--- config.mk ---
export PLATFORM = sky130hd
export DESIGN_NAME = ordered_queue_with_search_remove_unit
export DESIGN_NICKNAME = d
export VERILOG_FILES = /design/src/rtl/core/oqsr_pkg.sv /design/src/rtl/core/oqsr_ctrl.sv /design/src/rtl/core/oqsr_datapath.sv /design/src/rtl/core/ordered_queue_with_search_remove_unit.sv
export SDC_FILE = /design/constraint.sdc
export NUM_CORES = 1
export LEC_CHECK = 0
export ABC_AREA = 1
export BUFFER_PORTS_ARGS = -buffer_cell sky130_fd_sc_hd__buf_4
export CORE_AREA = 2 2 261 263
export CTS_CLUSTER_DIAMETER = 120
export DETAILED_ROUTE_END_ITERATION = 10
export DIE_AREA = 0 0 263 265
export HOLD_SLACK_MARGIN = 0.15
export MAX_ROUTING_LAYER = met4
export PLACE_DENSITY = 0.55
export SYNTH_ARGS = -nofsm -noshare
export SYNTH_HDL_FRONTEND = slang
export SYNTH_HIERARCHICAL = 1
export SYNTH_SLANG_ARGS = --single-unit
--- constraint.sdc ---
create_clock -name clock -period 9.5 [get_ports clock]
set_clock_uncertainty 0.2 [all_clocks]
set_input_delay 1.425 -clock clock [delete_from_list [all_inputs] [get_ports clock]]
set_output_delay 1.425 -clock clock [all_outputs]
set_load 0.03 [all_outputs]
--- src/rtl/core/oqsr_pkg.sv ---
// ----------------------------------------------------------------------------
// Ordered queue package
// Sizes, command and status codes, and the control types shared by the
// controller and the datapath of the ordered queue.
// ----------------------------------------------------------------------------
package oqsr_pkg;

   localparam int DEPTH     = 16;
   localparam int TAG_WIDTH = 16;
   localparam int IDX_W     = $clog2(DEPTH);
   localparam int CNT_W     = $clog2(DEPTH + 1);

   localparam int CMD_W = 3;
   localparam int POS_W = 4;
   localparam int ST_W  = 3;

   localparam logic [CMD_W-1:0] CMD_PUSH   = 3'd0;
   localparam logic [CMD_W-1:0] CMD_POP    = 3'd1;
   localparam logic [CMD_W-1:0] CMD_READ   = 3'd2;
   localparam logic [CMD_W-1:0] CMD_REMOVE = 3'd3;
   localparam logic [CMD_W-1:0] CMD_SEARCH = 3'd4;

   localparam logic [ST_W-1:0] ST_OK       = 3'd0;
   localparam logic [ST_W-1:0] ST_EMPTY    = 3'd1;
   localparam logic [ST_W-1:0] ST_FULL     = 3'd2;
   localparam logic [ST_W-1:0] ST_NOTFOUND = 3'd3;
   localparam logic [ST_W-1:0] ST_INDEX    = 3'd4;

   typedef struct packed {
      logic load;
      logic exec;
   } oqsr_ctrl_type;

   typedef struct packed {
      logic out_free;
   } oqsr_stat_type;

endpackage

--- src/rtl/core/oqsr_ctrl.sv ---
// ----------------------------------------------------------------------------
// Ordered queue controller
// Accepts a command, then waits until the result register is free and
// tells the datapath to carry the command out.
// ----------------------------------------------------------------------------
module oqsr_ctrl
   import oqsr_pkg::*;
(
   input  logic          clock,
   input  logic          reset,
   input  logic          req_tvalid,
   output logic          req_tready,
   input  oqsr_stat_type stat,
   output oqsr_ctrl_type ctrl
);

   localparam logic S_IDLE = 1'b0;
   localparam logic S_EXEC = 1'b1;

   logic state_ff;
   logic state_in;

   always_comb begin
      state_in   = state_ff;
      req_tready = 1'b0;
      ctrl.load  = 1'b0;
      ctrl.exec  = 1'b0;
      unique case (state_ff)
         S_IDLE: begin
            req_tready = 1'b1;
            if (req_tvalid) begin
               ctrl.load = 1'b1;
               state_in  = S_EXEC;
            end
         end
         S_EXEC: begin
            if (stat.out_free) begin
               ctrl.exec = 1'b1;
               state_in  = S_IDLE;
            end
         end
         default: state_in = S_IDLE;
      endcase
   end

   always_ff @(posedge clock) begin
      if (reset) begin
         state_ff <= S_IDLE;
      end else begin
         state_ff <= state_in;
      end
   end

endmodule

--- src/rtl/core/oqsr_datapath.sv ---
// ----------------------------------------------------------------------------
// Ordered queue datapath
// A row of tag cells with parallel compare and a shift toward the head,
// the command registers and the result register.
// ----------------------------------------------------------------------------
module oqsr_datapath
   import oqsr_pkg::*;
(
   input  logic                 clock,
   input  logic                 reset,
   input  logic [CMD_W-1:0]     req_cmd,
   input  logic [15:0]          req_tag_value,
   input  logic [POS_W-1:0]     req_position,
   input  oqsr_ctrl_type        ctrl,
   output oqsr_stat_type        stat,
   input  logic                 rsp_tready,
   output logic                 rsp_tvalid,
   output logic [15:0]          rsp_data_out,
   output logic                 rsp_found,
   output logic [ST_W-1:0]      rsp_status,
   output logic [CNT_W-1:0]     rsp_occupancy,
   output logic                 rsp_is_empty
);

   logic [CMD_W-1:0]     cmd_ff;
   logic [TAG_WIDTH-1:0] tag_ff;
   logic [POS_W-1:0]     pos_ff;

   logic [TAG_WIDTH-1:0] slot_ff [DEPTH];
   logic [TAG_WIDTH-1:0] slot_in [DEPTH];
   logic [CNT_W-1:0]     count_ff;
   logic [CNT_W-1:0]     count_in;

   logic                 valid_ff;
   logic                 valid_in;
   logic [15:0]          data_ff;
   logic [15:0]          data_in;
   logic                 found_ff;
   logic                 found_in;
   logic [ST_W-1:0]      status_ff;
   logic [ST_W-1:0]      status_in;

   logic [DEPTH-1:0]     match;
   logic [DEPTH-1:0]     first;
   logic [DEPTH-1:0]     shift_mask;
   logic                 do_shift;

   always_comb begin
      for (int i = 0; i < DEPTH; i++) begin
         match[i] = (CNT_W'(i) < count_ff) && (slot_ff[i] == tag_ff);
      end
      first = match & (~match + 1'b1);
   end

   always_comb begin
      slot_in    = slot_ff;
      count_in   = count_ff;
      data_in    = '0;
      found_in   = 1'b0;
      status_in  = ST_OK;
      do_shift   = 1'b0;
      shift_mask = '1;
      unique case (cmd_ff)
         CMD_PUSH: begin
            if (count_ff == CNT_W'(DEPTH)) begin
               status_in = ST_FULL;
            end else begin
               slot_in[count_ff[IDX_W-1:0]] = tag_ff;
               count_in = count_ff + 1'b1;
            end
         end
         CMD_POP: begin
            if (count_ff == '0) begin
               status_in = ST_EMPTY;
            end else begin
               data_in  = slot_ff[0];
               do_shift = 1'b1;
               count_in = count_ff - 1'b1;
            end
         end
         CMD_READ: begin
            if (CNT_W'(pos_ff) >= count_ff) begin
               status_in = ST_INDEX;
            end else begin
               data_in = slot_ff[pos_ff[IDX_W-1:0]];
            end
         end
         CMD_REMOVE: begin
            if (match == '0) begin
               status_in = ST_NOTFOUND;
            end else begin
               shift_mask = ~(first - 1'b1);
               do_shift   = 1'b1;
               count_in   = count_ff - 1'b1;
            end
         end
         CMD_SEARCH: begin
            found_in = |match;
         end
         default: begin
            status_in = ST_OK;
         end
      endcase
      if (do_shift) begin
         for (int i = 0; i < DEPTH - 1; i++) begin
            if (shift_mask[i]) begin
               slot_in[i] = slot_ff[i+1];
            end
         end
      end
   end

   assign stat.out_free = !valid_ff || rsp_tready;
   assign valid_in      = ctrl.exec || (valid_ff && !rsp_tready);

   always_ff @(posedge clock) begin
      if (ctrl.load) begin
         cmd_ff <= req_cmd;
         tag_ff <= req_tag_value[TAG_WIDTH-1:0];
         pos_ff <= req_position;
      end
      if (ctrl.exec) begin
         slot_ff   <= slot_in;
         data_ff   <= data_in;
         found_ff  <= found_in;
         status_ff <= status_in;
      end
   end

   always_ff @(posedge clock) begin
      if (reset) begin
         count_ff <= '0;
         valid_ff <= 1'b0;
      end else begin
         valid_ff <= valid_in;
         if (ctrl.exec) begin
            count_ff <= count_in;
         end
      end
   end

   assign rsp_tvalid    = valid_ff;
   assign rsp_data_out  = data_ff;
   assign rsp_found     = found_ff;
   assign rsp_status    = status_ff;
   assign rsp_occupancy = count_ff;
   assign rsp_is_empty  = (count_ff == '0);

endmodule

--- src/rtl/core/ordered_queue_with_search_remove_unit.sv ---
// ----------------------------------------------------------------------------
// Ordered queue with search and remove
// Each command is taken into the command register, then carried out in the
// execute state, which writes the result register; a command waits in the
// execute state while an earlier result still waits in the output.
// No new command is taken until the current one has been carried out.
// A new command is taken while a finished result still waits in the output.
// Reset empties the queue and drops any pending result; cell contents are
// left as they are and are only read once written.
// ----------------------------------------------------------------------------
module ordered_queue_with_search_remove_unit
   import oqsr_pkg::*;
(
   input  logic        clock,
   input  logic        reset,
   input  logic        req_tvalid,
   output logic        req_tready,
   // cmd[2:0], tag_value[18:3], position[22:19], zero[23]
   input  logic [23:0] req_tdata,
   output logic        rsp_tvalid,
   input  logic        rsp_tready,
   // data_out[15:0], found[16], status[19:17], occupancy[24:20],
   // is_empty[25], zero[31:26]
   output logic [31:0] rsp_tdata
);

   oqsr_ctrl_type    ctrl;
   oqsr_stat_type    stat;
   logic [15:0]      data_out;
   logic             found;
   logic [ST_W-1:0]  status;
   logic [CNT_W-1:0] occupancy;
   logic             is_empty;

   oqsr_ctrl u_ctrl (
      .clock      (clock),
      .reset      (reset),
      .req_tvalid (req_tvalid),
      .req_tready (req_tready),
      .stat       (stat),
      .ctrl       (ctrl)
   );

   oqsr_datapath u_datapath (
      .clock         (clock),
      .reset         (reset),
      .req_cmd       (req_tdata[2:0]),
      .req_tag_value (req_tdata[18:3]),
      .req_position  (req_tdata[22:19]),
      .ctrl          (ctrl),
      .stat          (stat),
      .rsp_tready    (rsp_tready),
      .rsp_tvalid    (rsp_tvalid),
      .rsp_data_out  (data_out),
      .rsp_found     (found),
      .rsp_status    (status),
      .rsp_occupancy (occupancy),
      .rsp_is_empty  (is_empty)
   );

   assign rsp_tdata = {6'd0, is_empty, occupancy, status, found, data_out};

endmodule

==> flow_summary.json, run 1 <==
{
  "synth_area_leader_cell": "edfxtp_1",
  "drt_first_pass_iters": 6,
  "die-area_mm2": 0.0697,
  "final_cell_mix": "nand2_1, o21ai_0, inv_1",
  "maxSlewHeadroom_pct": 23.1,
  "fp.dieH_um": 265,
  "avgSynthCellArea_um2": 7.10,
  "p_int_mw": 2.64,
  "area_growth_pct": 8.00,
  "synth-edff-count": 299,
  "routed_wl_um": 90400,
  "min_path_type": "flip-flop to flip-flop",
  "yosys_warnings": 6,
  "pwr_density_cell_mw_per_mm2": 155,
  "finalSetupViolations": 0,
  "globalRoute.totalOverflow": 0,
  "clk_pin_slew_ns": 0.06,
  "routedWlPerCell_um": 22.1,
  "min_period_ns": 5.24,
  "cellLeakagePower_nw": 10.8,
  "min_from": "u_datapath/rsp_tvalid$_SDFF_PP0_",
  "rsz0062_at_grt": "false",
  "tritoncts": "yes",
  "post_cts_buffers": 0,
  "layout-drive-gt1-share_pct": 10.3,
  "cts_num_sinks": 306,
  "syn_area_mm2": 0.0232,
  "synth.distinct_cells": 48,
  "ff2ff_setup_slack_ns": 4.26,
  "pin_count": 62,
  "cts_buffers": 39,
  "swShare_pct": 31.9,
  "crit_required_ns": 9.74,
  "crit_fanout": 67,
  "hold_buffers": 0,
  "track_usage_pct": 26.0,
  "cts-htree-levels": 2,
  "grt_max_degree": 94,
  "remaining_drc_errors": 0,
  "numPortBuffers": 54,
  "worst_pin_slew_ns": 1.15,
  "seq_area_mm2": 0.00912,
  "fin_area_mm2": 0.0250,
  "cts_resized": 0,
  "first_global_vias": 19405,
  "slowest_delay_ns": 0.86,
  "outcome": "finished clean",
  "seqPwrFrac_pct": 43.7,
  "final_common_cell": "nand2_1",
  "clock_latency_ns": 0.57,
  "antenna_found_initial": 0,
  "seq_area_frac_synth_pct": 39.3,
  "path_common_cell": "nand2_1",
  "cp-start-kind": "flip-flop",
  "multi_input_area_mm2": 0.0110,
  "timing.final.crit_share_pct": 55.1,
  "critPathTopFamily": "simple AND/OR/NAND/NOR gates",
  "start_util_pct": 34.7,
  "die_w_um": 263,
  "clockBufferDepth": 3,
  "path_class": "flip-flop to flip-flop",
  "antenna_left": 0,
  "slowest_stage": "inv_1",
  "core_mm2": 0.0668,
  "vias_per_cell": 5.33,
  "netSwitchingPower_mw": 1.24,
  "crit_path_end_kind": "flip-flop",
  "grt_first_pass_wirelength_um": 131000,
  "crit_path_cell_trace": "buf_4 > inv_1 > o21ai_0 > nor2_1 > nand2_1 > nor2_1 > nand3_2 > nand2_1 > nor2_2 > nand4_4 > nand2_8 > nand2_4 > buf_4 > nand2_2 > nand2_1 > nand2_1 > inv_1",
  "tns_ns": 0,
  "nets": 3234,
  "num_antenna_cells": 0,
  "clock.fmax_ghz": 0.191,
  "ys_ff_latch": 306,
  "timing.final.max_slew_violations": 0,
  "hold_viol": 0,
  "arrival_ns": 5.48,
  "rr_startpoint": "u_datapath/tag_ff[3]$_DFFE_PP_",
  "synthFlopType": "edfxtp_1",
  "cp-startpoint": "u_datapath/tag_ff[3]$_DFFE_PP_",
  "rows": 95,
  "yosys.area.top_type_share_pct": 38.7,
  "synthCells": 3263,
  "n_fill_cell": 7130,
  "drt_iter0_markers": 3133,
  "synth-async-reset-ratio_pct": 0,
  "placed_area_mm2": 0.0238,
  "combPwrFrac_pct": 18.1,
  "peakVddDrop_mv": 0.109,
  "finalPower_mw": 3.88,
  "dpl.hpwl_um": 59400,
  "p_clk_share_pct": 38.2,
  "vias": 21832,
  "critPathBufInv": 4,
  "gp_congestion": 0.941,
  "cap_violations": 0,
  "clock-root-buffer": "clkbuf_16",
  "synth_area_leaders": "edfxtp_1, nand2_1, o21ai_0, inv_1, xor2_1"
}
==> flip-flops by register name, indices dropped and copies added, names as in the netlist, named ones only <==
| signal | count |
|---|---|
| u_datapath/rsp_data_out | 16 |
| u_datapath/rsp_found | 1 |
| u_datapath/tag_ff | 16 |
| u_datapath/rsp_tvalid | 1 |
| u_datapath/pos_ff | 4 |
| u_datapath/rsp_occupancy | 5 |
| u_datapath/rsp_status | 3 |
| u_ctrl/state_ff | 1 |
| u_datapath/cmd_ff | 3 |
| u_datapath/slot_ff | 240 |
==> synthesized netlist by cell type, types with 4 or more instances <==
cell and instances:
a21oi_1 127, inv_2 105, xnor2_1 25, nor3_1 23, o21ai_0 410, o22ai_1 10, nor2_2 7, xor2_1 109
edfxtp_1 299, nand4_1 15, nand2_1 947, nand2_4 4, buf_2 15, clkinv_1 4, dfxtp_1 7, nand3_1 187
buf_1 4, buf_4 50, buf_6 36, o211ai_1 19, inv_1 349, o21ai_1 153, nor2_1 173, inv_4 4
nand2_2 7, o21ai_4 8, ha_1 9, nand3_2 11, clkbuf_1 113
==> worst reg2reg max path, stage by stage (launching register included) <==
cell and delay, ns:
edfxtp_1 0.36, buf_4 0.28, inv_1 0.88, o21ai_0 0.17, nor2_1 0.12, nand2_1 0.06
nor2_1 0.12, nand3_2 0.12, nand2_1 0.23, nor2_2 0.09, nand4_4 0.20, nand2_8 0.13
nand2_4 0.55, buf_4 0.82, nand2_2 0.48, nand2_1 0.17, nand2_1 0.06, inv_1 0.06
==> worst paths after layout <==
kind                                           end  depth (start not counted)
setup reg to reg  u_datapath/slot_ff[29]$_DFFE_PP_                         17
hold reg to reg   u_datapath/rsp_tvalid$_SDFF_PP0_                          2
setup / recovery  u_datapath/slot_ff[29]$_DFFE_PP_                         17
hold / removal    u_datapath/rsp_tvalid$_SDFF_PP0_                          2
==> kinds of logic after synthesis <==
| group | synth area share [%] |
|---|---|
| fa+ha+maj | 0.486 |
| simple gates | 25.0 |
| flops | 39.3 |
| compound gates | 16.9 |
| xor+xnor | 5.06 |
| other cells | 0.0162 |
| buf+inv | 13.3 |
==> stage by stage <==
step                setup slack [ns]  util (%)  hold slack [ns]  cells
floorplan                      0.398         -            0.228   3268
global placement                4.44      35.6            0.288   4029
detailed placement              4.42      35.6            0.294   4029
CTS                             4.41      37.5            0.306   4097
global route                    4.09      37.5            0.344   4097
finish                          4.26      37.5            0.304   4097
==> power groups by stage <==
| stage | sequential (mW) | clock, mW | combinational, mW |
|---|---|---|---|
| floorplan | 1.71 | 0 | 0.464 |
| global placement | 1.72 | 0 | 0.679 |
| detailed placement | 1.72 | 0 | 0.684 |
| CTS | 1.69 | 1.51 | 0.687 |
| global route | 1.70 | 1.56 | 0.764 |
| finish | 1.69 | 1.48 | 0.701 |
==> cell type report <==
cell class	instances	area share [%]
clock inverters	22	0.670
multi-input cells	2280	44.1
repair buffers	108	3.24
clock buffers	46	4.21
well taps	873	4.36
flip-flops and latches	306	36.4
inverters	462	7.01
==> routing by layer <==
layer,vias up,global-route usage (%),wire length [um]
met4,0,10.5,3980
met5,-,-,0
met3,171,3.86,8580
met1,10081,36.5,39700
met2,1164,37.4,38100
li1,10416,-,-
Note: power is estimated with default switching activity, not from simulation.
==> inputs of run 2 (changes only) <==
--- a/config.mk
+++ b/config.mk
@@ -5,15 +5,15 @@
 export SDC_FILE = /design/constraint.sdc
 export NUM_CORES = 1
 export LEC_CHECK = 0
-export ABC_AREA = 1
+export ABC_AREA = 0
 export BUFFER_PORTS_ARGS = -buffer_cell sky130_fd_sc_hd__buf_4
-export CORE_AREA = 2 2 261 263
+export CORE_AREA = 2 2 255 257
 export CTS_CLUSTER_DIAMETER = 120
 export DETAILED_ROUTE_END_ITERATION = 10
-export DIE_AREA = 0 0 263 265
+export DIE_AREA = 0 0 257 259
 export HOLD_SLACK_MARGIN = 0.15
 export MAX_ROUTING_LAYER = met4
-export PLACE_DENSITY = 0.55
+export PLACE_DENSITY = 0.54
 export SYNTH_ARGS = -nofsm -noshare
 export SYNTH_HDL_FRONTEND = slang
 export SYNTH_HIERARCHICAL = 1
==> constraint.sdc (replaced) <==
create_clock -name clock -period 5.5 [get_ports clock]
set_clock_uncertainty 0.2 [all_clocks]
set_input_delay 0.825 -clock clock [delete_from_list [all_inputs] [get_ports clock]]
set_output_delay 0.825 -clock clock [all_outputs]
set_load 0.03 [all_outputs]
==> run 2 against run 1 <==
Count of clock-buffer cells in the layout grew 5. Die area shrank 4.5%. Synthesized cell count shrank 47%. Global-route usage shrank 4.1 points. Cell count shrank 36%. Register-to-register slack lost 3.5 ns. Total power grew 69%. Worst setup slack lost 3.5 ns. Maximum frequency grew 11%. Critical endpoint is now u_datapath/slot_ff[224]$_DFFE_PP_. Flip-flop and latch count is the same.
==> flow_summary.json, run 2 <==
{
  "clk_pin_slew_ns": 0.06,
  "cap_violations": 0,
  "swShare_pct": 28.8,
  "pwr_density_cell_mw_per_mm2": 268,
  "largest_reg_flops": 240,
  "antenna_left": 0,
  "avgSynthCellArea_um2": 12.8,
  "p_clk_share_pct": 37.0,
  "highest_layer": "met4",
  "maxSlewHeadroom_pct": 14.0,
  "hold_viol": 0,
  "hold_buffers": 0,
  "synthFlopType": "edfxtp_1",
  "min_period_ns": 4.73,
  "synthCells": 1735,
  "arrival_ns": 4.83,
  "vias_per_cell": 5.67,
  "yosys_warnings": 6,
  "routed_wl_um": 72400,
  "yosysMostFrequentCell": "mux2_2",
  "synth_area_leaders": "edfxtp_1, mux2_2, mux4_2, xor2_1, xnor2_1",
  "route.met2.wl_um": 34700,
  "synth-edff-count": 299,
  "track_usage_pct": 21.9,
  "crit_fanout": 16,
  "post-place-cells": 2563,
  "rows": 93,
  "grt_first_pass_wirelength_um": 105000,
  "drt_first_pass_iters": 8,
  "fp.dieH_um": 259,
  "yosys.area.top_type_share_pct": 40.5,
  "syn_area_mm2": 0.0222,
  "seq_area_frac_synth_pct": 41.1,
  "clockBufferDepth": 3,
  "synthTopCellsByCount": "mux2_2, edfxtp_1, xor2_1",
  "ys_ff_latch": 306,
  "die_w_um": 257,
  "synth.distinct_cells": 81,
  "remaining_drc_errors": 0,
  "die-area_mm2": 0.0666,
  "worst_pin_slew_ns": 1.29,
  "antenna_found_initial": 5,
  "cts_num_sinks": 306,
  "tns_ns": 0,
  "crit_path_end_kind": "flip-flop",
  "path_class": "flip-flop to flip-flop",
  "grt_max_degree": 148,
  "start_util_pct": 34.7,
  "synth_area_leader_cell": "edfxtp_1",
  "timing.final.crit_share_pct": 86.0,
  "synth-async-reset-ratio_pct": 0,
  "cellLeakagePower_nw": 8.35,
  "p_int_mw": 4.66,
  "seqPwrFrac_pct": 45.2,
  "min_path_type": "input port to flip-flop",
  "globalRoute.totalOverflow": 0,
  "layout.cells.non_filler": 2632,
  "gp_congestion": 0.922,
  "tritoncts": "yes",
  "peakVddDrop_mv": 0.190,
  "layout-drive-gt1-share_pct": 37.2,
  "netSwitchingPower_mw": 1.89,
  "final_common_cell": "mux2_2",
  "combPwrFrac_pct": 17.9,
  "cp-start-kind": "flip-flop",
  "rsz0062_at_grt": "false",
  "top_register": "u_datapath/slot_ff",
  "drt_iter0_markers": 1371,
  "pin_count": 62,
  "vias": 14925,
  "cts_resized": 0,
  "wl_met3_um": 3670,
  "numPortBuffers": 54,
  "post_cts_buffers": 0,
  "clock-root-buffer": "clkbuf_16",
  "clock_latency_ns": 0.57,
  "dpl.hpwl_um": 52800,
  "first_global_vias": 14786,
  "crit_required_ns": 5.60,
  "outcome": "finished clean",
  "area_growth_pct": 10.2,
  "clock.fmax_ghz": 0.211,
  "routedWlPerCell_um": 27.5,
  "cts_buffers": 38,
  "cts-htree-levels": 2,
  "timing.final.max_slew_violations": 0,
  "final_cell_mix": "mux2_2, edfxtp_1, xor2_1",
  "finalSetupViolations": 0,
  "nets": 1785,
  "wl_met1_um": 32200,
  "core_mm2": 0.0639
}
## run 2: cell types whose count changed in the layout (fill, tap and decap cells not counted), moves of 130 or more
cell	before	now
nand2_1	947	103
mux2_2	0	360
o21ai_0	410	53
inv_1	348	24
nand3_1	187	21
o21ai_1	153	0
nor2_1	163	33
## run 2: power groups by stage
stage               clock [mW]  combinational [mW]  sequential, mW
global placement             0                1.15            3.00
global route              2.58                1.24            2.98
CTS                       2.49                1.17            2.95
floorplan                    0               0.824            2.93
finish                    2.42                1.17            2.96
detailed placement           0                1.16            3.00
## run 2: stage by stage
| step | setup slack, ns | util (%) | power [mW] | hold WS, ns | cell area (um2) |
|---|---|---|---|---|---|
| floorplan | 1.38 | - | 3.75 | 0.221 | 22200 |
| global placement | 0.780 | 36.5 | 4.14 | 0.294 | 23300 |
| detailed placement | 0.790 | 36.5 | 4.16 | 0.303 | 23300 |
| CTS | 0.768 | 38.3 | 6.61 | 0.209 | 24500 |
| global route | 0.585 | 38.3 | 6.79 | 0.221 | 24500 |
| finish | 0.769 | 38.3 | 6.56 | 0.234 | 24500 |
## run 2: worst max-delay path, stage by stage, from the launching register on
cell and delay (ns):
edfxtp_1 1.03, buf_4 0.31, xnor2_1 0.18, nand4_1 0.12
nor4_1 0.74, a31oi_1 0.28, and2_1 0.28, a21oi_2 0.38
mux2i_2 0.30, buf_4 0.27, mux2_2 0.36
## run 2: layout make-up
class,count,area [um2]
Timing Repair Buffer,112,916
Inverter,24,90.1
Clock inverter,17,128
Clock buffer,51,1020
Tap cell,855,1070
Fill cell,6135,39400
Antenna cell,1,2.50
Sequential cell,306,9120
Multi-Input combinational cell,1266,12100
## run 2: cell families after synthesis
kind of cell,Yosys count,synth area share [%]
other,1,0.0169
adder cells (fa/ha/maj),9,0.508
flip-flops,306,41.1
multiplexers,530,31.3
buffers and inverters,168,4.43
AND/OR/NAND/NOR,354,9.04
XOR/XNOR,258,10.3
AO/OA/AOI/OAI,109,3.36
## run 2: metal layers
| metal | vias to the layer above | global-route usage (%) |
|---|---|---|
| met4 | 0 | 6.02 |
| met1 | 7731 | 28.9 |
| met5 | - | - |
| li1 | 6625 | - |
| met2 | 479 | 35.6 |
| met3 | 90 | 2.68 |
## run 2: path summary, 6_finish.rpt
| kind | to | startpoint | cells past startpoint | slack [ns] |
|---|---|---|---|---|
| max | u_datapath/slot_ff[224]$_DFFE_PP_ | u_datapath/tag_ff[0]$_DFFE_PP_ | 10 | 0.77 |
| min | u_datapath/tag_ff[8]$_DFFE_PP_ | req_tdata[11] | 1 | 0.23 |
| max reg2reg | u_datapath/slot_ff[224]$_DFFE_PP_ | u_datapath/tag_ff[0]$_DFFE_PP_ | 10 | 0.77 |
| min reg2reg | u_datapath/rsp_tvalid$_SDFF_PP0_ | u_datapath/rsp_tvalid$_SDFF_PP0_ | 2 | 0.31 |
